$ cat src/rtl/djo_pkg.sv
`timescale 1ns / 1ps
// djo_pkg: widths, side-band types, reciprocal and arctangent tables, square root step
// no dependencies; imported by every module of the disk offset generator
package djo_pkg;

    localparam int NW            = 20;
    localparam int QW            = 16;
    localparam int RW            = 25;
    localparam int PW            = NW + RW;
    localparam int XW            = 27;
    localparam int ZW            = 25;
    localparam int AW            = 23;
    localparam int IW            = 22;
    localparam int FW            = 5;
    localparam int SQRT_STAGES   = 8;
    localparam int CORDIC_STAGES = 10;
    localparam logic [29:0] KGAIN = 30'd652032874;

    typedef struct packed {
        logic          err;
        logic [IW-1:0] idx;
    } side_t;

    typedef struct packed {
        logic [18:0] rem;
        logic [15:0] root;
    } sq_t;

    // floor(2^24 / f)
    function automatic logic [RW-1:0] recip(input logic [FW-1:0] f);
        logic [RW-1:0] r;
        case (f)
            5'd1:    r = 25'd16777216;
            5'd2:    r = 25'd8388608;
            5'd3:    r = 25'd5592405;
            5'd4:    r = 25'd4194304;
            5'd5:    r = 25'd3355443;
            5'd6:    r = 25'd2796202;
            5'd7:    r = 25'd2396745;
            5'd8:    r = 25'd2097152;
            5'd9:    r = 25'd1864135;
            5'd10:   r = 25'd1677721;
            5'd11:   r = 25'd1525201;
            5'd12:   r = 25'd1398101;
            5'd13:   r = 25'd1290555;
            5'd14:   r = 25'd1198372;
            5'd15:   r = 25'd1118481;
            5'd16:   r = 25'd1048576;
            5'd17:   r = 25'd986895;
            5'd18:   r = 25'd932067;
            5'd19:   r = 25'd883011;
            5'd20:   r = 25'd838860;
            5'd21:   r = 25'd798915;
            5'd22:   r = 25'd762600;
            5'd23:   r = 25'd729444;
            5'd24:   r = 25'd699050;
            5'd25:   r = 25'd671088;
            5'd26:   r = 25'd645277;
            5'd27:   r = 25'd621378;
            5'd28:   r = 25'd599186;
            5'd29:   r = 25'd578524;
            5'd30:   r = 25'd559240;
            5'd31:   r = 25'd541200;
            default: r = '0;
        endcase
        return r;
    endfunction

    // atan(2^-i) in units of 2^-24 turn
    function automatic logic [AW-1:0] atan_turn(input logic [4:0] i);
        logic [AW-1:0] a;
        case (i)
            5'd0:    a = 23'd2097152;
            5'd1:    a = 23'd1238021;
            5'd2:    a = 23'd654136;
            5'd3:    a = 23'd332050;
            5'd4:    a = 23'd166669;
            5'd5:    a = 23'd83416;
            5'd6:    a = 23'd41718;
            5'd7:    a = 23'd20860;
            5'd8:    a = 23'd10430;
            5'd9:    a = 23'd5215;
            5'd10:   a = 23'd2608;
            5'd11:   a = 23'd1304;
            5'd12:   a = 23'd652;
            5'd13:   a = 23'd326;
            5'd14:   a = 23'd163;
            5'd15:   a = 23'd81;
            5'd16:   a = 23'd41;
            5'd17:   a = 23'd20;
            5'd18:   a = 23'd10;
            5'd19:   a = 23'd5;
            default: a = '0;
        endcase
        return a;
    endfunction

    function automatic sq_t sqrt_step(input sq_t s, input logic [1:0] pair);
        logic [18:0] acc;
        logic [18:0] trial;
        sq_t         o;
        acc   = {s.rem[16:0], pair};
        trial = {1'b0, s.root, 2'b01};
        if (acc >= trial) begin
            o.rem  = acc - trial;
            o.root = {s.root[14:0], 1'b1};
        end else begin
            o.rem  = acc;
            o.root = {s.root[14:0], 1'b0};
        end
        return o;
    endfunction

endpackage

$ cat src/rtl/djo_sqrt_stage.sv
`timescale 1ns / 1ps
// djo_sqrt_stage: two digit steps of the integer square root of y16 * 65536
// depends on djo_pkg
module djo_sqrt_stage
    import djo_pkg::*;
#(
    parameter int STAGE = 0
) (
    input  sq_t           si,
    input  logic [QW-1:0] y16,
    output sq_t           so
);
    localparam int K1 = 15 - 2 * STAGE;
    localparam int K2 = 14 - 2 * STAGE;

    logic [31:0] rad;
    sq_t         mid;

    always_comb begin
        rad = {y16, 16'b0};
        mid = sqrt_step(si, rad[2*K1+1 -: 2]);
        so  = sqrt_step(mid, rad[2*K2+1 -: 2]);
    end
endmodule

$ cat config.mk
export PLATFORM = sky130hd
export DESIGN_NAME = djo_sqrt_stage
export DESIGN_NICKNAME = d
export VERILOG_FILES = /design/src/rtl/djo_pkg.sv /design/src/rtl/djo_sqrt_stage.sv
export SDC_FILE = /design/constraint.sdc
export NUM_CORES = 1
export LEC_CHECK = 0
export ABC_CLOCK_PERIOD_IN_PS = 4900
export BUFFER_PORTS_ARGS = -buffer_cell sky130_fd_sc_hd__buf_4
export CORE_MARGIN = 10
export CORE_UTILIZATION = 40
export DETAILED_ROUTE_END_ITERATION = 10
export MAX_ROUTING_LAYER = met4
export PLACE_DENSITY = 0.69
export RECOVER_POWER = 100
export SYNTH_ARGS = -nofsm -noshare
export SYNTH_HDL_FRONTEND = slang
export SYNTH_SLANG_ARGS = --single-unit
$ cat constraint.sdc
create_clock -name vclk -period 4.9
set_input_delay 0.49 -clock vclk [all_inputs]
set_output_delay 0.49 -clock vclk [all_outputs]
set_load 0.05 [all_outputs]
==> metrics <==
std cell rows 28; # DRC 0; Layout area overhead 84.5%; register area share after synthesis 0; fin. max-slew vios 0; initial antenna violation count 0; Clock Buffer Count 0; Critical Path Start Type input port; die height 98.6 um; total number of vias 3,306; Compound-Gate Fraction of Synth Area 0.280; crit path DAT 4600 ps; RSZ-0062 raised after global routing yes; combinational family with the most area after synthesis compound AO/OA/AOI/OAI gates; cells after synthesis 343; Switch Pwr 0.903 mW; Vias per Instance 5.49; Post-Synth Simple-Gate Area 0.202; Clk pwr share 0; grt ovf 0; core area 5960 um^2; synthesized area 2470 um^2; CP Launch Point si[22]; fin crit share 1.04; worst hold path class in -> out; combinational share of power 1.000; WL/cell 16.9 um; final-layout fill cell count 406; Initial Utilization 0.415; I/O Buffers 72; Seq cells 0; sequential power share 0; Worst VDD drop 0.000265 V; Setup Viol. Count Final 19; commonest cells in the netlist ha_1, a21oi_1, inv_1; pre-CTS setup slack -227 ps; worst slew pin tran 640 ps; DRT Wirelength 10,200 um; synthesized-area fraction occupied by adder cells 0.182; max frequency 197 MHz; max_slew headroom 0.575; P_leak 2.14 nW; footprint of the multi-input gates 2600 um^2; internal cell power 0.791 mW; failing checks negative setup slack; post-synth top area share 0.182; Synth area leaders ha_1, a21oi_1, xnor2_1; Seq. cell area 0 um^2; Crit. End Element output pin; largest area contributor in the netlist ha_1; Net count, final 616; Worst Setup Slack, final -187 ps; first-pass GRT wire length 15,700 um; largest fanout on the critical path 9; xor/xnor cell area share of the yosys netlist 0.103; antenna cells 0; top-count cell post-synth ha_1; largest net degree at the start of global routing 10; hpwl dp 7350 um; P per Cell Area 372 nW/um^2; Final ANT Viol Nets 0; outcome finished with violations; net count after synthesis 430; max-cap check violation count 0; post-synthesis mux area share 0.101; synth unique cells 59; die area 9720 um^2; WP data required 4410 ps; layout cells sized above 1 0.541; hold_ws 1240 ps; Setup CP Type in -> out; Final Wtd Congestion 0.868; Final Util 0.765; Yosys Warn Count 0; GRT Util Overall 0.187; switch share 0.533; Detailed Routing Iterations Pass 1 4; Post-Syn Area per Cell 7.20 um^2; vias in the first global route 3,388; shortest period the worst path allows 5090 ps; CTS hold repair buffers 0; worst hold start si[12]; Initial DRC Count 202; I/O pin count 86; die width 98.6 um; Fin. Hold Viols 0
==> cell usage in the layout (no fill, tap or decap), drive strengths merged, types with 3 or more instances in the layout <==
| cell | count |
|---|---|
| ha | 36 |
| o21bai | 6 |
| o21ai | 13 |
| inv | 35 |
| nand2 | 21 |
| o21a | 5 |
| nor2b | 4 |
| xor2 | 10 |
| clkbuf | 13 |
| o31ai | 3 |
| or2 | 4 |
| a21o | 8 |
| a21oi | 34 |
| buf | 193 |
| nand3 | 9 |
| nor2 | 32 |
| xnor2 | 19 |
| or3 | 3 |
| nand4 | 4 |
| nor3 | 12 |
| a211oi | 7 |
| mux2 | 16 |
| mux2i | 4 |
| nor4 | 3 |
| a211o | 5 |
==> worst max-delay path, cell delays in order <==
cell      delay [ps]
buf_4            130
ha_4             300
nand3_4          130
or2_0            260
a211o_1          340
a31oi_4          340
buf_4            270
mux2i_2          300
inv_1             70
ha_1             320
nand2_1           90
nor2_1           170
nand2_1           80
o41ai_2          310
buf_4            170
nor3_4            40
bufinv_8         240
mux2_2           370
buf_6            160
==> per-stage QoR <==
step	total power [mW]	TNS, ps	area, um^2	std cells
floorplan	0.974	-1190	2680	343
global placement	1.42	-2140	3940	577
detailed placement	1.44	-3540	3940	577
CTS	1.61	-1080	4430	594
global route	1.79	-5330	4560	602
finish	1.69	-2710	4560	602
==> repair_timing <==
item                                    in CTS  in global routing
buffers inserted                            16                  8
endpoints found under the setup margin      19                 20
cloned                                       1                  0
resized for setup                           87                 27
pin swaps                                   32                 18
==> final cells by class <==
| type | instances | area share |
|---|---|---|
| inverters | 35 | 0.0401 |
| multi-input cells | 285 | 0.570 |
| well taps | 75 | 0.0206 |
| repair buffers | 206 | 0.367 |
| repair inverters | 1 | 0.00247 |
==> power by group through the flow <==
| stage | sequential, mW | clock [mW] | combinational (mW) |
|---|---|---|---|
| 4_1_cts | 0 | 0 | 1.61 |
| 3_5_place_dp | 0 | 0 | 1.44 |
| 6_report | 0 | 0 | 1.69 |
| 3_3_place_gp | 0 | 0 | 1.42 |
| 2_1_floorplan | 0 | 0 | 0.974 |
| 5_1_grt | 0 | 0 | 1.79 |
==> cells by family after synthesis <==
family	after synthesis
and+or+nand+nor	99
buffers and inverters	58
xor gates and xnor gates	29
AOI/OAI and AO/OA	101
adders and majority gates	36
muxes	20
==> routing by layer <==
| metal | part of all wire | GRT usage | vias up |
|---|---|---|---|
| met5 | 0 | - | - |
| met4 | 0.030 | 0.0309 | 0 |
| met3 | 0.044 | 0.0147 | 32 |
| met2 | 0.51 | 0.341 | 99 |
| met1 | 0.41 | 0.221 | 1578 |
| li1 | - | - | 1597 |
==> path summary, 6_finish.rpt <==
path	endpoint	slack, ps	cells past startpoint
worst max-delay path	so[23]	-190	19
worst min-delay path	so[14]	1240	2
Note: power is estimated with default switching activity, not from simulation.
