`src/rtl/djo_pkg.sv`:
```
`timescale 1ns / 1ps
// djo_pkg: widths, side-band types, reciprocal and arctangent tables, square root step
// no dependencies; imported by every module of the disk offset generator
package djo_pkg;

    localparam int NW            = 20;
    localparam int QW            = 16;
    localparam int RW            = 25;
    localparam int PW            = NW + RW;
    localparam int XW            = 27;
    localparam int ZW            = 25;
    localparam int AW            = 23;
    localparam int IW            = 22;
    localparam int FW            = 5;
    localparam int SQRT_STAGES   = 8;
    localparam int CORDIC_STAGES = 10;
    localparam logic [29:0] KGAIN = 30'd652032874;

    typedef struct packed {
        logic          err;
        logic [IW-1:0] idx;
    } side_t;

    typedef struct packed {
        logic [18:0] rem;
        logic [15:0] root;
    } sq_t;

    // floor(2^24 / f)
    function automatic logic [RW-1:0] recip(input logic [FW-1:0] f);
        logic [RW-1:0] r;
        case (f)
            5'd1:    r = 25'd16777216;
            5'd2:    r = 25'd8388608;
            5'd3:    r = 25'd5592405;
            5'd4:    r = 25'd4194304;
            5'd5:    r = 25'd3355443;
            5'd6:    r = 25'd2796202;
            5'd7:    r = 25'd2396745;
            5'd8:    r = 25'd2097152;
            5'd9:    r = 25'd1864135;
            5'd10:   r = 25'd1677721;
            5'd11:   r = 25'd1525201;
            5'd12:   r = 25'd1398101;
            5'd13:   r = 25'd1290555;
            5'd14:   r = 25'd1198372;
            5'd15:   r = 25'd1118481;
            5'd16:   r = 25'd1048576;
            5'd17:   r = 25'd986895;
            5'd18:   r = 25'd932067;
            5'd19:   r = 25'd883011;
            5'd20:   r = 25'd838860;
            5'd21:   r = 25'd798915;
            5'd22:   r = 25'd762600;
            5'd23:   r = 25'd729444;
            5'd24:   r = 25'd699050;
            5'd25:   r = 25'd671088;
            5'd26:   r = 25'd645277;
            5'd27:   r = 25'd621378;
            5'd28:   r = 25'd599186;
            5'd29:   r = 25'd578524;
            5'd30:   r = 25'd559240;
            5'd31:   r = 25'd541200;
            default: r = '0;
        endcase
        return r;
    endfunction

    // atan(2^-i) in units of 2^-24 turn
    function automatic logic [AW-1:0] atan_turn(input logic [4:0] i);
        logic [AW-1:0] a;
        case (i)
            5'd0:    a = 23'd2097152;
            5'd1:    a = 23'd1238021;
            5'd2:    a = 23'd654136;
            5'd3:    a = 23'd332050;
            5'd4:    a = 23'd166669;
            5'd5:    a = 23'd83416;
            5'd6:    a = 23'd41718;
            5'd7:    a = 23'd20860;
            5'd8:    a = 23'd10430;
            5'd9:    a = 23'd5215;
            5'd10:   a = 23'd2608;
            5'd11:   a = 23'd1304;
            5'd12:   a = 23'd652;
            5'd13:   a = 23'd326;
            5'd14:   a = 23'd163;
            5'd15:   a = 23'd81;
            5'd16:   a = 23'd41;
            5'd17:   a = 23'd20;
            5'd18:   a = 23'd10;
            5'd19:   a = 23'd5;
            default: a = '0;
        endcase
        return a;
    endfunction

    function automatic sq_t sqrt_step(input sq_t s, input logic [1:0] pair);
        logic [18:0] acc;
        logic [18:0] trial;
        sq_t         o;
        acc   = {s.rem[16:0], pair};
        trial = {1'b0, s.root, 2'b01};
        if (acc >= trial) begin
            o.rem  = acc - trial;
            o.root = {s.root[14:0], 1'b1};
        end else begin
            o.rem  = acc;
            o.root = {s.root[14:0], 1'b0};
        end
        return o;
    endfunction

endpackage

```
`src/rtl/djo_div_fix.sv`:
```
`timescale 1ns / 1ps
// djo_div_fix: quotient correction after the reciprocal multiply
// depends on djo_pkg
module djo_div_fix
    import djo_pkg::*;
(
    input  logic [NW-1:0] num,
    input  logic [PW-1:0] prod,
    input  logic [FW-1:0] f,
    output logic [QW-1:0] quot
);
    logic [16:0] q0;
    logic [21:0] qf;
    logic [21:0] r;

    always_comb begin
        q0   = prod[40:24];
        qf   = 22'(q0) * 22'(f);
        r    = 22'(num) - qf;
        quot = (r >= 22'(f)) ? QW'(q0 + 17'd1) : q0[QW-1:0];
    end
endmodule

```
`config.mk`:
```
export PLATFORM = sky130hd
export DESIGN_NAME = djo_div_fix
export DESIGN_NICKNAME = d
export VERILOG_FILES = /design/src/rtl/djo_pkg.sv /design/src/rtl/djo_div_fix.sv
export SDC_FILE = /design/constraint.sdc
export NUM_CORES = 1
export LEC_CHECK = 0
export BUFFER_PORTS_ARGS = -buffer_cell sky130_fd_sc_hd__buf_2
export CAP_MARGIN = 10
export CORE_ASPECT_RATIO = 0.9
export CORE_MARGIN = 2
export CORE_UTILIZATION = 60
export DETAILED_ROUTE_END_ITERATION = 10
export GPL_TIMING_DRIVEN = 0
export PLACE_DENSITY_LB_ADDON = 0.25
export SETUP_SLACK_MARGIN = 0.05
export SLEW_MARGIN = 40
export SYNTH_ARGS = -nofsm -noshare
export SYNTH_HDL_FRONTEND = slang
export SYNTH_SLANG_ARGS = --single-unit
```
`constraint.sdc`:
```
create_clock -name vclk -period 14.45
set_clock_uncertainty 0.2 [all_clocks]
set_input_delay 1.445 -clock vclk [all_inputs]
set_output_delay 1.445 -clock vclk [all_outputs]
set_load 0.05 [all_outputs]
```
==> results list <==
* Final Slew Violations: 0
* Via count of the first global-routing pass: 3871
* Count of maximum capacitance violations: 0
* Slowest cell delay on critical path: 560 ps
- Worst hold slack: 3120 ps
- Data on the critical path arrives at its endpoint at 7410 ps.
* WL/cell: 15.4 um
- Synth top area share: 30.2%
- Number of antenna violations at the first check in global routing: 0
- Worst Max-Slew Pin Slew: 630 ps
* Run status: finished clean
- Of the cells placed in the final design, the portion with a size suffix greater than 1 is 11.6%.
- Pwr per Cell Area: 160 nW/um2
* DIE AREA: 7520 um2
* Sequential cell count: 0
- Startpoint type of the worst setup path: primary input
- Summing over every cut layer, the via total after detailed routing is 3948.
* Fmax: 0.110 GHz
- Leaving out fill and tap cells, the most frequent cell in the layout is sky130_fd_sc_hd__inv_1.
- Post-synthesis net count: 705
- The number of antenna diodes in the final layout is 0.
* Post-synthesis instance area: 4110 um2
- Sorting the synthesized cells by area gives the leading types as sky130_fd_sc_hd__fa_1 30%, sky130_fd_sc_hd__ha_1 11%, sky130_fd_sc_hd__inv_1 8.3%.
- Number of failing hold endpoints at the final stage: 0
* Count of buffers from port buffering: 44
* Instance count of the mapped netlist: 536
- IR analysis of the VDD net gives a maximum drop of 107 uV.
- The core region is 6590 um2.
- The critical path goes through clkbuf_1 > clkbuf_1 > nand2_1 > fa_1 > fa_1 > inv_1 > fa_1 > inv_1 > ha_1 > buf_2 > a211o_1 > a21oi_1 > o32ai_1 > or4b_1 > nor4_2 > nand4_2 > buf_6 > nand2_1 > xnor2_1 > buf_2.
* Final weighted congestion of routability-driven global placement: 0.969
* Family of cells with the greatest summed delay on the critical path: adder cells
- Met3 Wirelength: 689 um
- Count of unique library cells instantiated by Yosys: 66
- Synthesized area per cell: 7.66 um2
- Effective utilization at floorplan: 62.3%
- The detail route stage leaves a number of antenna-violating nets equal to 0.
- For the worst setup path, the data required time is 12810 ps.
- Class of the tightest hold or removal check: primary input to primary output
* Commonest non-fill, non-tap cells in the layout: 91 x sky130_fd_sc_hd__inv_1, 86 x sky130_fd_sc_hd__nand2_1, 62 x sky130_fd_sc_hd__fa_1
* Total track usage: 28.2%
- The detailed router put a total of 4140 um of wire on met1.
* Post-layout util: 67.4%
- Crit share post-route: 62.6%
- Cell leakage power: 2.10 nW
- 86 I/O pins were placed.
- The sequential cells in the finished layout cover a total of 0 um2.
- After layout, the clock buffer instance count stands at 0.
* Total Negative Setup Slacks: 0 ps
* Detailed-routed wire length on met2: 5390 um
- RSZ-0062 raised after global routing: false
- Portion of the post-synthesis area used by sequential elements: 0%
* Vias per inst: 5.89
* Number of instances resized during post-cts repair: 0
- Congestion Overflow GR: 0
- For this block, the routed nets add up to 10300 um of wire.
* Critical Path Sink Type: primary output
- Total Nets Final: 751
* CP Max Fanout: 10
- Die outline width: 91.2 um
* Worst path buffer plus inverter count: 7
- Compared with the post-synthesis result, the final layout area differs by 8.11%.
* Slowest stage cell, crit path: sky130_fd_sc_hd__fa_1
- Row generation in the floorplan step produced 28 rows.
- Post-CTS setup buffers: 0
- Relative max-transition margin: 56.9%
* Total of hold buffers inserted after clock tree synthesis: 0
* Uppermost signal routing layer after detailed routing: met4
- For this run, design rule violations remaining after detail routing come to 0.
- Dominant cell type by count on the critical path: sky130_fd_sc_hd__fa_1
- In this run, placement finished with an instance count of 670.
- Number of non-filler instances in the completed layout: 670
* Number of search-and-repair iterations in the first detailed-routing pass: 6
* Min Clock Period, post-route: 9050 ps
- Critical path class: primary input to primary output
- Tot Pwr: 711 uW
- Largest net degree at the start of global routing: 11
* Starting DRT DRC Count: 256
- Setup violations, final: 0
- Die Height: 82.5 um
* Yosys warnings: 0
* Wire length of the first global-routing pass: 17500 um
- Area leader, netlist: sky130_fd_sc_hd__fa_1
- Detailed placement ended at an HPWL of 8750 um.
-- cell families (layout without fill, tap and decap cells) --
kind of cell	after synthesis	in the layout	synth area share, %
and+or+nand+nor	193	193	24.2
AOI/OAI and AO/OA	94	94	16.8
muxes	2	2	0.518
xor gates and xnor gates	24	24	5.12
adders and majority gates	99	99	41.5
buffers and inverters	124	168	11.8
-- power by group --
part	total, mW	switching, mW	internal (mW)
clock	0	0	0
sequential	0	0	0
combinational	0.711	0.433	0.278
total	0.711	0.433	0.278
-- final timing paths --
| path | from | slack, ps | depth (start not counted) | endpoint |
|---|---|---|---|---|
| worst max-delay path | f[4] | 5400 | 20 | quot[2] |
| worst min-delay path | prod[39] | 3120 | 3 | quot[15] |
-- cell type report --
type	count	area, um2
Buffer	33	144
Fill cell	584	2150
Inverter	91	342
Multi-Input combinational cell	412	3620
Tap cell	90	113
Timing Repair Buffer	44	220
-- cell usage after synthesis (all sizes together), types with 2 or more instances --
library cell,instances
o32ai,2
nand3,14
nand4b,2
or2,4
nor3b,3
ha,37
nor2,9
nand4,11
buf,6
o21ai,16
inv,91
nand2b,6
and2,23
nor3,3
fa,62
o21a,3
a2111oi,7
o31a,2
and3,12
a21o,6
or4b,2
o221ai,2
o211ai,5
nor4,3
xnor2,22
a211o,2
o311ai,2
or3,7
clkbuf,27
nor2b,4
a211oi,9
xor2,2
nand2,86
and4,2
a21oi,21
-- per-layer routing --
layer  GRT usage, %  vias up
li1               -     1867
met1           35.4     1915
met2           56.0      152
met3           2.00       14
met4           2.42        0
met5              0        -
-- per-stage QoR --
stage | cell area (um2) | setup slack [ps]
CTS | 4440 | 5430
global placement | 4440 | 5590
finish | 4440 | 5400
detailed placement | 4440 | 5460
global route | 4440 | 5070
floorplan | 4110 | 6060
-- worst min-delay path: stages --
cell and delay (ps):
sky130_fd_sc_hd__buf_2 140, sky130_fd_sc_hd__xnor2_1 80, sky130_fd_sc_hd__buf_2 200
No activity file was read; power rests on OpenSTA's default activity.
