File: config.mk
export PLATFORM = sky130hd
export DESIGN_NAME = djo_cordic_stage
export DESIGN_NICKNAME = d
export VERILOG_FILES = /design/src/rtl/djo_pkg.sv /design/src/rtl/djo_cordic_stage.sv
export SDC_FILE = /design/constraint.sdc
export NUM_CORES = 1
export LEC_CHECK = 0
export ABC_CLOCK_PERIOD_IN_PS = 7800
export BUFFER_PORTS_ARGS = -buffer_cell sky130_fd_sc_hd__buf_4
export CORE_MARGIN = 1.5
export CORE_UTILIZATION = 55
export DETAILED_ROUTE_END_ITERATION = 16
export GPL_TIMING_DRIVEN = 0
export PLACE_DENSITY_LB_ADDON = 0.1
export SYNTH_ARGS = -nofsm -noshare
export SYNTH_HDL_FRONTEND = slang
export SYNTH_SLANG_ARGS = --single-unit
File: constraint.sdc
create_clock -name vclk -period 7.8
set_input_delay 0.39 -clock vclk [all_inputs]
set_output_delay 0.39 -clock vclk [all_outputs]
set_load 0.03 [all_outputs]
File: src/rtl/djo_pkg.sv
`timescale 1ns / 1ps
// djo_pkg: widths, side-band types, reciprocal and arctangent tables, square root step
// no dependencies; imported by every module of the disk offset generator
package djo_pkg;

    localparam int NW            = 20;
    localparam int QW            = 16;
    localparam int RW            = 25;
    localparam int PW            = NW + RW;
    localparam int XW            = 27;
    localparam int ZW            = 25;
    localparam int AW            = 23;
    localparam int IW            = 22;
    localparam int FW            = 5;
    localparam int SQRT_STAGES   = 8;
    localparam int CORDIC_STAGES = 10;
    localparam logic [29:0] KGAIN = 30'd652032874;

    typedef struct packed {
        logic          err;
        logic [IW-1:0] idx;
    } side_t;

    typedef struct packed {
        logic [18:0] rem;
        logic [15:0] root;
    } sq_t;

    // floor(2^24 / f)
    function automatic logic [RW-1:0] recip(input logic [FW-1:0] f);
        logic [RW-1:0] r;
        case (f)
            5'd1:    r = 25'd16777216;
            5'd2:    r = 25'd8388608;
            5'd3:    r = 25'd5592405;
            5'd4:    r = 25'd4194304;
            5'd5:    r = 25'd3355443;
            5'd6:    r = 25'd2796202;
            5'd7:    r = 25'd2396745;
            5'd8:    r = 25'd2097152;
            5'd9:    r = 25'd1864135;
            5'd10:   r = 25'd1677721;
            5'd11:   r = 25'd1525201;
            5'd12:   r = 25'd1398101;
            5'd13:   r = 25'd1290555;
            5'd14:   r = 25'd1198372;
            5'd15:   r = 25'd1118481;
            5'd16:   r = 25'd1048576;
            5'd17:   r = 25'd986895;
            5'd18:   r = 25'd932067;
            5'd19:   r = 25'd883011;
            5'd20:   r = 25'd838860;
            5'd21:   r = 25'd798915;
            5'd22:   r = 25'd762600;
            5'd23:   r = 25'd729444;
            5'd24:   r = 25'd699050;
            5'd25:   r = 25'd671088;
            5'd26:   r = 25'd645277;
            5'd27:   r = 25'd621378;
            5'd28:   r = 25'd599186;
            5'd29:   r = 25'd578524;
            5'd30:   r = 25'd559240;
            5'd31:   r = 25'd541200;
            default: r = '0;
        endcase
        return r;
    endfunction

    // atan(2^-i) in units of 2^-24 turn
    function automatic logic [AW-1:0] atan_turn(input logic [4:0] i);
        logic [AW-1:0] a;
        case (i)
            5'd0:    a = 23'd2097152;
            5'd1:    a = 23'd1238021;
            5'd2:    a = 23'd654136;
            5'd3:    a = 23'd332050;
            5'd4:    a = 23'd166669;
            5'd5:    a = 23'd83416;
            5'd6:    a = 23'd41718;
            5'd7:    a = 23'd20860;
            5'd8:    a = 23'd10430;
            5'd9:    a = 23'd5215;
            5'd10:   a = 23'd2608;
            5'd11:   a = 23'd1304;
            5'd12:   a = 23'd652;
            5'd13:   a = 23'd326;
            5'd14:   a = 23'd163;
            5'd15:   a = 23'd81;
            5'd16:   a = 23'd41;
            5'd17:   a = 23'd20;
            5'd18:   a = 23'd10;
            5'd19:   a = 23'd5;
            default: a = '0;
        endcase
        return a;
    endfunction

    function automatic sq_t sqrt_step(input sq_t s, input logic [1:0] pair);
        logic [18:0] acc;
        logic [18:0] trial;
        sq_t         o;
        acc   = {s.rem[16:0], pair};
        trial = {1'b0, s.root, 2'b01};
        if (acc >= trial) begin
            o.rem  = acc - trial;
            o.root = {s.root[14:0], 1'b1};
        end else begin
            o.rem  = acc;
            o.root = {s.root[14:0], 1'b0};
        end
        return o;
    endfunction

endpackage

File: src/rtl/djo_cordic_stage.sv
`timescale 1ns / 1ps
// djo_cordic_stage: two rotation-mode cordic iterations
// depends on djo_pkg
module djo_cordic_stage
    import djo_pkg::*;
#(
    parameter int STAGE = 0
) (
    input  logic signed [XW-1:0] xi,
    input  logic signed [XW-1:0] yi,
    input  logic signed [ZW-1:0] zi,
    output logic signed [XW-1:0] xo,
    output logic signed [XW-1:0] yo,
    output logic signed [ZW-1:0] zo
);
    localparam int I0 = 2 * STAGE;
    localparam int I1 = 2 * STAGE + 1;

    logic signed [XW-1:0] xm, ym;
    logic signed [ZW-1:0] zm;
    logic signed [ZW-1:0] a0, a1;

    always_comb begin
        a0 = signed'(ZW'(atan_turn(5'(I0))));
        a1 = signed'(ZW'(atan_turn(5'(I1))));
        if (zi >= 0) begin
            xm = xi - (yi >>> I0);
            ym = yi + (xi >>> I0);
            zm = zi - a0;
        end else begin
            xm = xi + (yi >>> I0);
            ym = yi - (xi >>> I0);
            zm = zi + a0;
        end
        if (zm >= 0) begin
            xo = xm - (ym >>> I1);
            yo = ym + (xm >>> I1);
            zo = zm - a1;
        end else begin
            xo = xm + (ym >>> I1);
            yo = ym - (xm >>> I1);
            zo = zm + a1;
        end
    end
endmodule

==> results of run 1 <==
power groups by stage:
stage	registers [mW]	clock network, mW	logic, mW
final	0	0	3.29
after global routing	0	0	3.55
after CTS	0	0	3.28
after detailed placement	0	0	3.27
after global placement	0	0	3.23
after floorplan	0	0	2.29
metal layers:
metal	up-vias	GRT usage	part of all wire
met5	-	0	0
met1	4849	0.450	0.46
met3	40	0.0236	0.089
met2	476	0.512	0.43
met4	0	0.0633	0.020
li1	5312	-	-
placed cells by master (no fill, tap or decap), types with 15 or more instances in the layout:
cell type | synthesis | layout
a21o_1 | 37 | 37
o211ai_1 | 23 | 23
a21oi_1 | 131 | 131
o31ai_1 | 21 | 21
nor2_1 | 99 | 99
nand2b_1 | 18 | 18
ha_1 | 166 | 166
buf_4 | 1 | 159
or3_1 | 15 | 15
o21bai_1 | 17 | 17
and3_1 | 19 | 19
nor2b_1 | 23 | 23
clkbuf_1 | 22 | 17
xor2_1 | 38 | 38
a31oi_1 | 20 | 20
nand2_1 | 92 | 92
o21ai_0 | 85 | 85
inv_1 | 127 | 127
o21a_1 | 20 | 20
xnor2_1 | 112 | 112
nand3_1 | 23 | 23
a211oi_1 | 18 | 18
nor3_1 | 28 | 28
metrics by stage:
stage | instances | instance area, um2 | util | total power [mW]
final | 1760 | 11100 | 0.646 | 3.29
after global routing | 1760 | 11100 | 0.646 | 3.55
after CTS | 1761 | 11000 | 0.646 | 3.28
after detailed placement | 1762 | 11000 | 0.645 | 3.27
after global placement | 1761 | 11000 | 0.645 | 3.23
after floorplan | 1378 | 9570 | - | 2.29
critical path, delay by kind of cell:
| kind | cells | cell delay, ps |
|---|---|---|
| compound gates | 13 | 2910 |
| xor+xnor | 1 | 140 |
| fa+ha+maj | 2 | 580 |
| buf+inv | 9 | 2450 |
| simple gates | 3 | 360 |
how the worst min path moves through the flow:
stage / cells after the start / slack, ps / start / to
finish: 3 / 1080 / zi[0] / zo[0]
global route: 3 / 1100 / zi[0] / zo[0]
CTS: 3 / 1090 / zi[0] / zo[0]
detailed placement: 3 / 1090 / zi[0] / zo[0]
global placement: 3 / 1080 / zi[0] / zo[0]
floorplan: 1 / 910 / zi[0] / zo[0]
area by class of cell:
type | count | area (um2)
timing repair buffer | 159 | 1200
multi-input combinational | 1201 | 8880
inverter | 134 | 503
buffer | 41 | 193
fill | 1624 | 6060
tap | 225 | 282
timing repair:
item | CTS | global route
endpoints found under the setup margin | 41 | 14
setup buffers | 0 | 0
hold buffers | 0 | 0
resized for setup | 9 | 6
kinds of logic after synthesis:
logic type	after synthesis
AOI/OAI and AO/OA	481
xor gates and xnor gates	155
adders and majority gates	173
buffers and inverters	177
muxes	6
and+or+nand+nor	386
==> results.md, run 1 <==
- Status: finished, final reports clean
- Total leakage power: 5.27 nW
- Fraction of layout cells with a size suffix above 1: 0.149
- Vias in the first global route: 9818
- Ports: 158
- Sequential fraction of the synthesis area: 0
- Post-Synth Adder-Cell Area: 0.232
- Sw Share: 0.615
- Cell mode on critical path: o21ai_0
- Overall die width: 135 um
- Seq Cell Count: 0
- Synth Instances: 1378
- Mapped Area: 9570 um2
- Endpoints failing hold: 0
- Endpoints failing setup: 0
- Leading area contributor after synthesis: ha_1
- DRC viols: 0
- Most common cell in the netlist: ha_1
- Final nets: 1789
- Synth warn: 0
- DRT antenna net count: 0
- DR vias: 10700
- Synth top area share: 0.217
- Reg area: 0 um2
- Post-Syn Area per Cell: 6.94 um2
- Least-Margin Pin Slew: 769 ps
- Clock power share: 0
- Syn_nets: 1630
- Final Wtd Congestion: 0.981
- Pins over their slew limit: 0
- # rows: 48
- Initial DRC Count: 749
- Hold Slack: 1080 ps
- Largest family of logic cells by synthesized area: compound AO/OA/AOI/OAI gates
- P_int: 1.27 mW
- Reg power frac: 0
- Slew headroom: 0.482
- Drt via density: 6.07
- Setup crit start: zi[24]
- Compound-cell area share of the yosys netlist: 0.336
- Synth Area in Simple Gates: 0.205
- Worst EP arrival: 6880 ps
- Unique masters post-synth: 92
- Min-delay worst type: input pin to primary output
- DP HPWL: 24900 um
- Port Buffer Count: 158
- Min Tclk post-route: 7270 ps
- RSZ-0062 raised after global routing: no
- Avg WL per Cell: 16.6 um
- Grt total ovfl: 0
- Post-Route WL: 29200 um
- Largest net degree at the start of global routing: 26
- Die ar.: 18200 um2
- PwrDens: 298 nW/um2
- CP Capture Type: primary output
- CP Launch Type: input pin
- Antenna Cells: 0
- VDD IR max: 242 uV
- Total global-route track usage: 0.313
- FMAX: 0.138 GHz
- Mux cell area share after synthesis: 0.00654
- Place WS: -1410 ps
- Critical path's largest stage delay: 380 ps
- Die H: 135 um
- Initial antenna violation count: 0
- Largest cells by area after synthesis: ha_1 (22%), xnor2_1 (10%), a21oi_1 (6.9%), inv_1 (5.0%), o21ai_0 (4.4%)
- Setup crit end: xo[25]
- Initial Util: 0.559
- Kind of critical path: input pin to primary output
- Slowest cell on crit path: clkbuf_4
- Sw Pwr: 2.02 mW
- Setup_tns: 0 ps
- First-pass GRT wire length: 47400 um
- Commonest cells in the netlist: ha_1 (166), a21oi_1 (131), inv_1 (127), xnor2_1 (112), nor2_1 (99)
- Xor and xnor area share after synthesis: 0.148
- Area growth, synth to finish: 15.5%
- Crit path max fanout: 19
- Final setup margin: 530 ps
- Fin crit share: 0.932
- # Max-Cap Violations: 0
- Clkbuf count: 0
- Combinational Power Share: 1.000
- Data required, critical path: 7410 ps
- DR pass1 iterations: 6
- Core Footprint: 17100 um2
No activity file was read; power rests on OpenSTA's default activity.
==> run 2: changes to the inputs <==
Settings changed: ABC_CLOCK_PERIOD_IN_PS 7800 to not set, BUFFER_PORTS_ARGS -buffer_cell sky130_fd_sc_hd__buf_4 to -buffer_cell sky130_fd_sc_hd__buf_2.
Clock period 7.8 ns to 7.65 ns, I/O delays scaled along.
==> run 2 against run 1 <==
Non-clock buffer count is 1 higher. Clock-buffer cell count stayed put. Wire length hardly changed. Combinational power is 5% lower. First-iteration DRC count is 12% higher. Flip-flop and latch count stayed put. Critical path type unchanged. Critical endpoint unchanged. Largest cell class unchanged. Highest routed layer unchanged.
==> results.md, run 2 (synthesized netlist as in run 1, its figures left out) <==
- Setup_tns: 0 ps (unchanged)
- PwrDens: 294 nW/um2 (was 298 nW/um2)
- Antenna Cells: 0 (unchanged)
- First-pass GRT wire length: 46800 um (was 47400 um)
- Post-CTS Setup Bufs: 0 (unchanged)
- Min-delay worst type: input pin to primary output (unchanged)
- Initial Util: 0.559 (unchanged)
- Crit path max fanout: 19 (unchanged)
- Post-Route WL: 29200 um (about the same)
- Die ar.: 18200 um2 (unchanged)
- FMAX: 0.140 GHz
- # Max-Cap Violations: 0 (unchanged)
- Area growth, synth to finish: 11.6% (was 15.5%)
- Largest net degree at the start of global routing: 20 (was 26)
- Filler instances: 1655 (was 1624)
- Fraction of layout cells with a size suffix above 1: 0.148 (was 0.149)
- Least-Margin Pin Slew: 864 ps (was 769 ps)
- Commonest non-fill, non-tap cell in the layout: buf_2 (was ha_1)
- # rows: 48 (unchanged)
- Most frequent cells in the layout: buf_2 (171), ha_1 (166), a21oi_1 (131), inv_1 (127), xnor2_1 (112) (was ha_1 (166), buf_4 (159), a21oi_1 (131), inv_1 (127), xnor2_1 (112))
- DRC viols: 0 (unchanged)
- CP Capture Type: primary output (unchanged)
- Clkbuf count: 0 (unchanged)
- Kind of critical path: input pin to primary output (unchanged)
- Initial DRC Count: 839 (was 749)
- Reg area: 0 um2 (unchanged)
- Slew headroom: 0.419 (was 0.482)
- DR vias: 10700 (about the same)
- VDD IR max: 241 uV (was 242 uV)
- Ports: 158 (unchanged)
- Drt via density: 6.08 (was 6.07)
- Tot Pwr: 3.13 mW (was 3.29 mW)
- Hold_buf cts: 0 (unchanged)
- Overall die width: 135 um (unchanged)
- Endpoints failing setup: 0 (unchanged)
- DP HPWL: 24800 um (was 24900 um)
- Grt total ovfl: 0 (unchanged)
- Data required, critical path: 7270 ps (was 7410 ps)
- Final Wtd Congestion: 0.993 (was 0.981)
- Total leakage power: 5.13 nW (was 5.27 nW)
- Fin crit share: 0.934
- Die H: 135 um (unchanged)
- Avg WL per Cell: 16.6 um (about the same)
- Endpoints failing hold: 0 (unchanged)
- Worst EP arrival: 6760 ps (was 6880 ps)
- Vias in the first global route: 9698 (was 9818)
- Pins over their slew limit: 0 (unchanged)
- DRT antenna net count: 0 (unchanged)
- DR pass1 iterations: 5 (was 6)
- RSZ-0062 raised after global routing: no (unchanged)
- Min Tclk post-route: 7140 ps
- Final nets: 1790 (was 1789)
- CP Launch Type: input pin (unchanged)
- Initial antenna violation count: 0 (unchanged)
- Seq Cell Count: 0 (unchanged)
- Port Buffer Count: 158 (unchanged)
- Core Footprint: 17100 um2 (unchanged)
- Total global-route track usage: 0.309 (was 0.313)
- Status: finished, final reports clean (unchanged)
run 2: final cells by class:
| cell class | instances | area, um2 | area share |
|---|---|---|---|
| Tap cell | 225 | 282 | 0.0264 |
| Buffer | 41 | 191 | 0.0179 |
| Multi-Input combinational cell | 1201 | 8880 | 0.832 |
| Timing Repair Buffer | 160 | 816 | 0.0764 |
| Inverter | 134 | 505 | 0.0474 |
run 2: timing repair:
| action | in CTS | in global routing |
|---|---|---|
| pin swaps | 0 | 0 |
| gates cloned | 0 | 0 |
| gates resized for setup | 7 | 5 |
| endpoints found under the setup margin | 50 | 14 |
run 2: final timing paths:
kind | start | end | slack [ps] | depth (start not counted)
worst max-delay path | zi[24] | xo[25] | 510 | 28
worst min-delay path | zi[0] | zo[0] | 1090 | 3
run 2: stage by stage:
| stage | cells | util | instance area [um2] | setup slack, ps | hold slack (ps) |
|---|---|---|---|---|---|
| finish | 1761 | 0.624 | 10700 | 506 | 1090 |
| global route | 1761 | 0.624 | 10700 | 81.9 | 1120 |
| detailed placement | 1763 | 0.623 | 10700 | -1530 | 1090 |
| global placement | 1761 | 0.621 | 10600 | -1470 | 1080 |
| CTS | 1762 | 0.623 | 10700 | 13.7 | 1090 |
| floorplan | 1378 | - | 9570 | 764 | 897 |
run 2: routing by layer:
metal | vias to the layer above | wire length, um | share of wire | GRT usage
li1 | 5306 | - | - | -
met1 | 4897 | 13600 | 0.47 | 0.443
met2 | 472 | 12900 | 0.44 | 0.516
met3 | 24 | 2450 | 0.084 | 0.0312
met4 | 0 | 200 | 0.0069 | 0.0299
met5 | - | 0 | 0 | 0
run 2: power breakdown:
part | switching [mW] | leakage, nW | internal, mW
clock network | 0 | 0 | 0
logic | 2.06 | 5.13 | 1.08
registers | 0 | 0 | 0
total | 2.06 | 5.13 | 1.08
run 2: worst max-delay path, cell delays in order:
cell and delay (ps):
buf_2 200, inv_4 210, buf_2 280, clkbuf_4 330
clkbuf_2 350, ha_1 290, a21o_1 170, a21oi_1 280
buf_2 370, clkbuf_4 380, nand2_1 90, o21ai_0 170
inv_1 100, ha_1 300, nor2b_1 130, o21ai_0 200
a21boi_0 150, o21ai_0 180, nand2b_1 110, a31oi_1 320
o21ai_0 260, o21a_1 280, a211oi_1 350, o31ai_1 160
a21o_1 200, a21oi_1 170, xnor2_1 130, buf_2 210
==> run 3: changes to the inputs <==
Clock period 7.65 ns to 6.4 ns, I/O delays scaled along.
==> run 3 against run 2 <==
Utilization is 2.3 points higher. Flip-flop and latch count unchanged. Total power up 24%. First-iteration DRC count increased by 4.9%. Non-clock buffer count rose by 8. Combinational power rose by 24%. Die area unchanged. Critical path depth shrank 6. Worst hold slack got worse by 130 ps.
==> results.md, run 3 (synthesized netlist as in run 1, its figures left out) <==
- Data required, critical path: 6080 ps (was 7270 ps)
- VDD IR max: 300 uV (was 241 uV)
- # Max-Cap Violations: 0 (unchanged)
- Largest net degree at the start of global routing: 26 (was 20)
- Hold_buf cts: 0 (unchanged)
- Most frequent cells in the layout: buf_2 (168), ha_1 (166), inv_1 (127), a21oi_1 (123), xnor2_1 (108) (was buf_2 (171), ha_1 (166), a21oi_1 (131), inv_1 (127), xnor2_1 (112))
- Port Buffer Count: 158 (unchanged)
- Initial DRC Count: 880 (was 839)
- Min-delay worst type: input pin to primary output (unchanged)
- Initial Util: 0.559 (unchanged)
- DP HPWL: 24500 um (was 24800 um)
- Hold Path Stages: 3 (unchanged)
- Min-delay src: zi[0] (unchanged)
- Met1 wire length: 13600 um (about the same)
- Final nets: 1798 (was 1790)
- Post-Route WL: 29400 um (was 29200 um)
- Die ar.: 18200 um2 (unchanged)
- CP Capture Type: primary output (unchanged)
- Slew headroom: 0.488 (was 0.419)
- Total leakage power: 5.27 nW (was 5.13 nW)
- WL met2: 12700 um (was 12900 um)
- Overall die width: 135 um (unchanged)
- Core Footprint: 17100 um2 (unchanged)
- Fin area: 11100 um2 (was 10700 um2)
- Worst EP arrival: 5830 ps (was 6760 ps)
- RSZ-0062 raised after global routing: yes (was no)
- Uppermost layer routed: met4 (unchanged)
- Grt total ovfl: 0 (unchanged)
- Min Tclk post-route: 6150 ps
- Initial antenna violation count: 0 (unchanged)
- Reg area: 0 um2 (unchanged)
- Fin crit share: 0.961
- Die H: 135 um (unchanged)
- Antenna Cells: 0 (unchanged)
- Endpoints failing setup: 0 (unchanged)
- CP Launch Type: input pin (unchanged)
- Ports: 158 (unchanged)
- Commonest non-fill, non-tap cell in the layout: buf_2 (unchanged)
- Least-Margin Pin Slew: 758 ps (was 864 ps)
- Clkbuf count: 0 (unchanged)
- Met3 routed WL: 2570 um (was 2450 um)
- FMAX: 0.163 GHz
- Kind of critical path: input pin to primary output (unchanged)
- Total global-route track usage: 0.306 (was 0.309)
- Final Wtd Congestion: 0.974 (was 0.993)
- Hold Slack: 965 ps (was 1090 ps)
- Drt via density: 6.11 (was 6.08)
- Final Util: 0.646 (was 0.624)
- Worst Hold End: zo[0] (unchanged)
- Fraction of layout cells with a size suffix above 1: 0.179 (was 0.148)
- # rows: 48 (unchanged)
- Status: finished, final reports clean (unchanged)
- PwrDens: 350 nW/um2 (was 294 nW/um2)
- DR pass1 iterations: 6 (was 5)
- DR vias: 10800 (was 10700)
- Pins over their slew limit: 0 (unchanged)
- DRT antenna net count: 0 (unchanged)
- DP Area: 10700 um2 (about the same)
- Vias in the first global route: 9734 (was 9698)
- First-pass GRT wire length: 46600 um (was 46800 um)
- Avg WL per Cell: 16.6 um (about the same)
- Area growth, synth to finish: 15.7% (was 11.6%)
- Endpoints failing hold: 0 (unchanged)
- Crit path max fanout: 10 (was 19)
- DRC viols: 0 (unchanged)
- Seq Cell Count: 0 (unchanged)
run 3: changes by cell type in the layout (fill, tap and decap cells not counted), moves of 3 or more:
| cell | previous run | this run |
|---|---|---|
| a2111oi_4 | 0 | 3 |
| a211oi_1 | 18 | 15 |
| a21oi_1 | 131 | 123 |
| a21oi_2 | 3 | 10 |
| a31oi_1 | 20 | 16 |
| a31oi_2 | 0 | 3 |
| buf_2 | 171 | 168 |
| buf_4 | 1 | 12 |
| nor4_1 | 8 | 5 |
| o21ai_0 | 85 | 78 |
| o21ai_1 | 8 | 14 |
| xnor2_1 | 112 | 108 |
| xnor2_2 | 2 | 6 |
run 3: stage by stage:
stage	power [mW]	instances	TNS [ps]	setup WS, ps
after floorplan	2.79	1378	0	40.7
after global placement	3.65	1761	-67920	-2090
after detailed placement	3.70	1762	-67270	-2050
after CTS	3.73	1761	0	9.79
after global routing	4.18	1769	-35.8	-35.8
final	3.88	1769	0	249
run 3: worst max-delay path, stage by stage:
cell	delay, ps
clkbuf_4	240
buf_2	290
buf_2	300
buf_2	280
o21ai_0	140
xnor2_1	380
ha_1	280
inv_1	50
or4_1	610
nor4_4	310
or3b_2	480
o31ai_1	240
xor2_1	180
ha_1	290
and3_1	200
a21oi_1	210
a21oi_1	120
a21oi_2	200
o21ai_1	120
a31oi_1	230
xnor2_1	140
buf_2	210
run 3: worst max-delay path by stage:
stage | start | endpoint | slack [ps]
2_1_floorplan | zi[24] | zo[24] | 40
3_3_place_gp | zi[24] | zo[24] | -2090
3_5_place_dp | zi[24] | zo[24] | -2050
4_1_cts | zi[24] | xo[25] | 10
5_1_grt | yi[0] | xo[26] | -40
6_report | zi[24] | xo[26] | 250
run 3: repair_timing:
action,4_1_cts,5_1_grt
pin swaps,2,12
setup endpoints to repair,65,16
endpoints found under the hold margin,0,0
resized for setup,25,58
setup buffers,0,8
run 3: area by class of cell:
class,instances,area [um2]
Tap cell,225,282
Multi-Input combinational cell,1201,9170
Buffer,42,238
Timing Repair Buffer,167,866
Fill cell,1656,6050
Inverter,134,510
run 3: per-layer routing:
layer  up-vias  global-route usage
met4         0              0.0621
met1      4947               0.443
met2       488               0.495
li1       5334                   -
met5         -                   0
met3        36              0.0274
run 3: power by group:
| group | switching, mW | total (mW) | internal [mW] |
|---|---|---|---|
| Combinational | 2.52 | 3.88 | 1.36 |
| Sequential | 0 | 0 | 0 |
| Clock | 0 | 0 | 0 |
| Total | 2.52 | 3.88 | 1.36 |
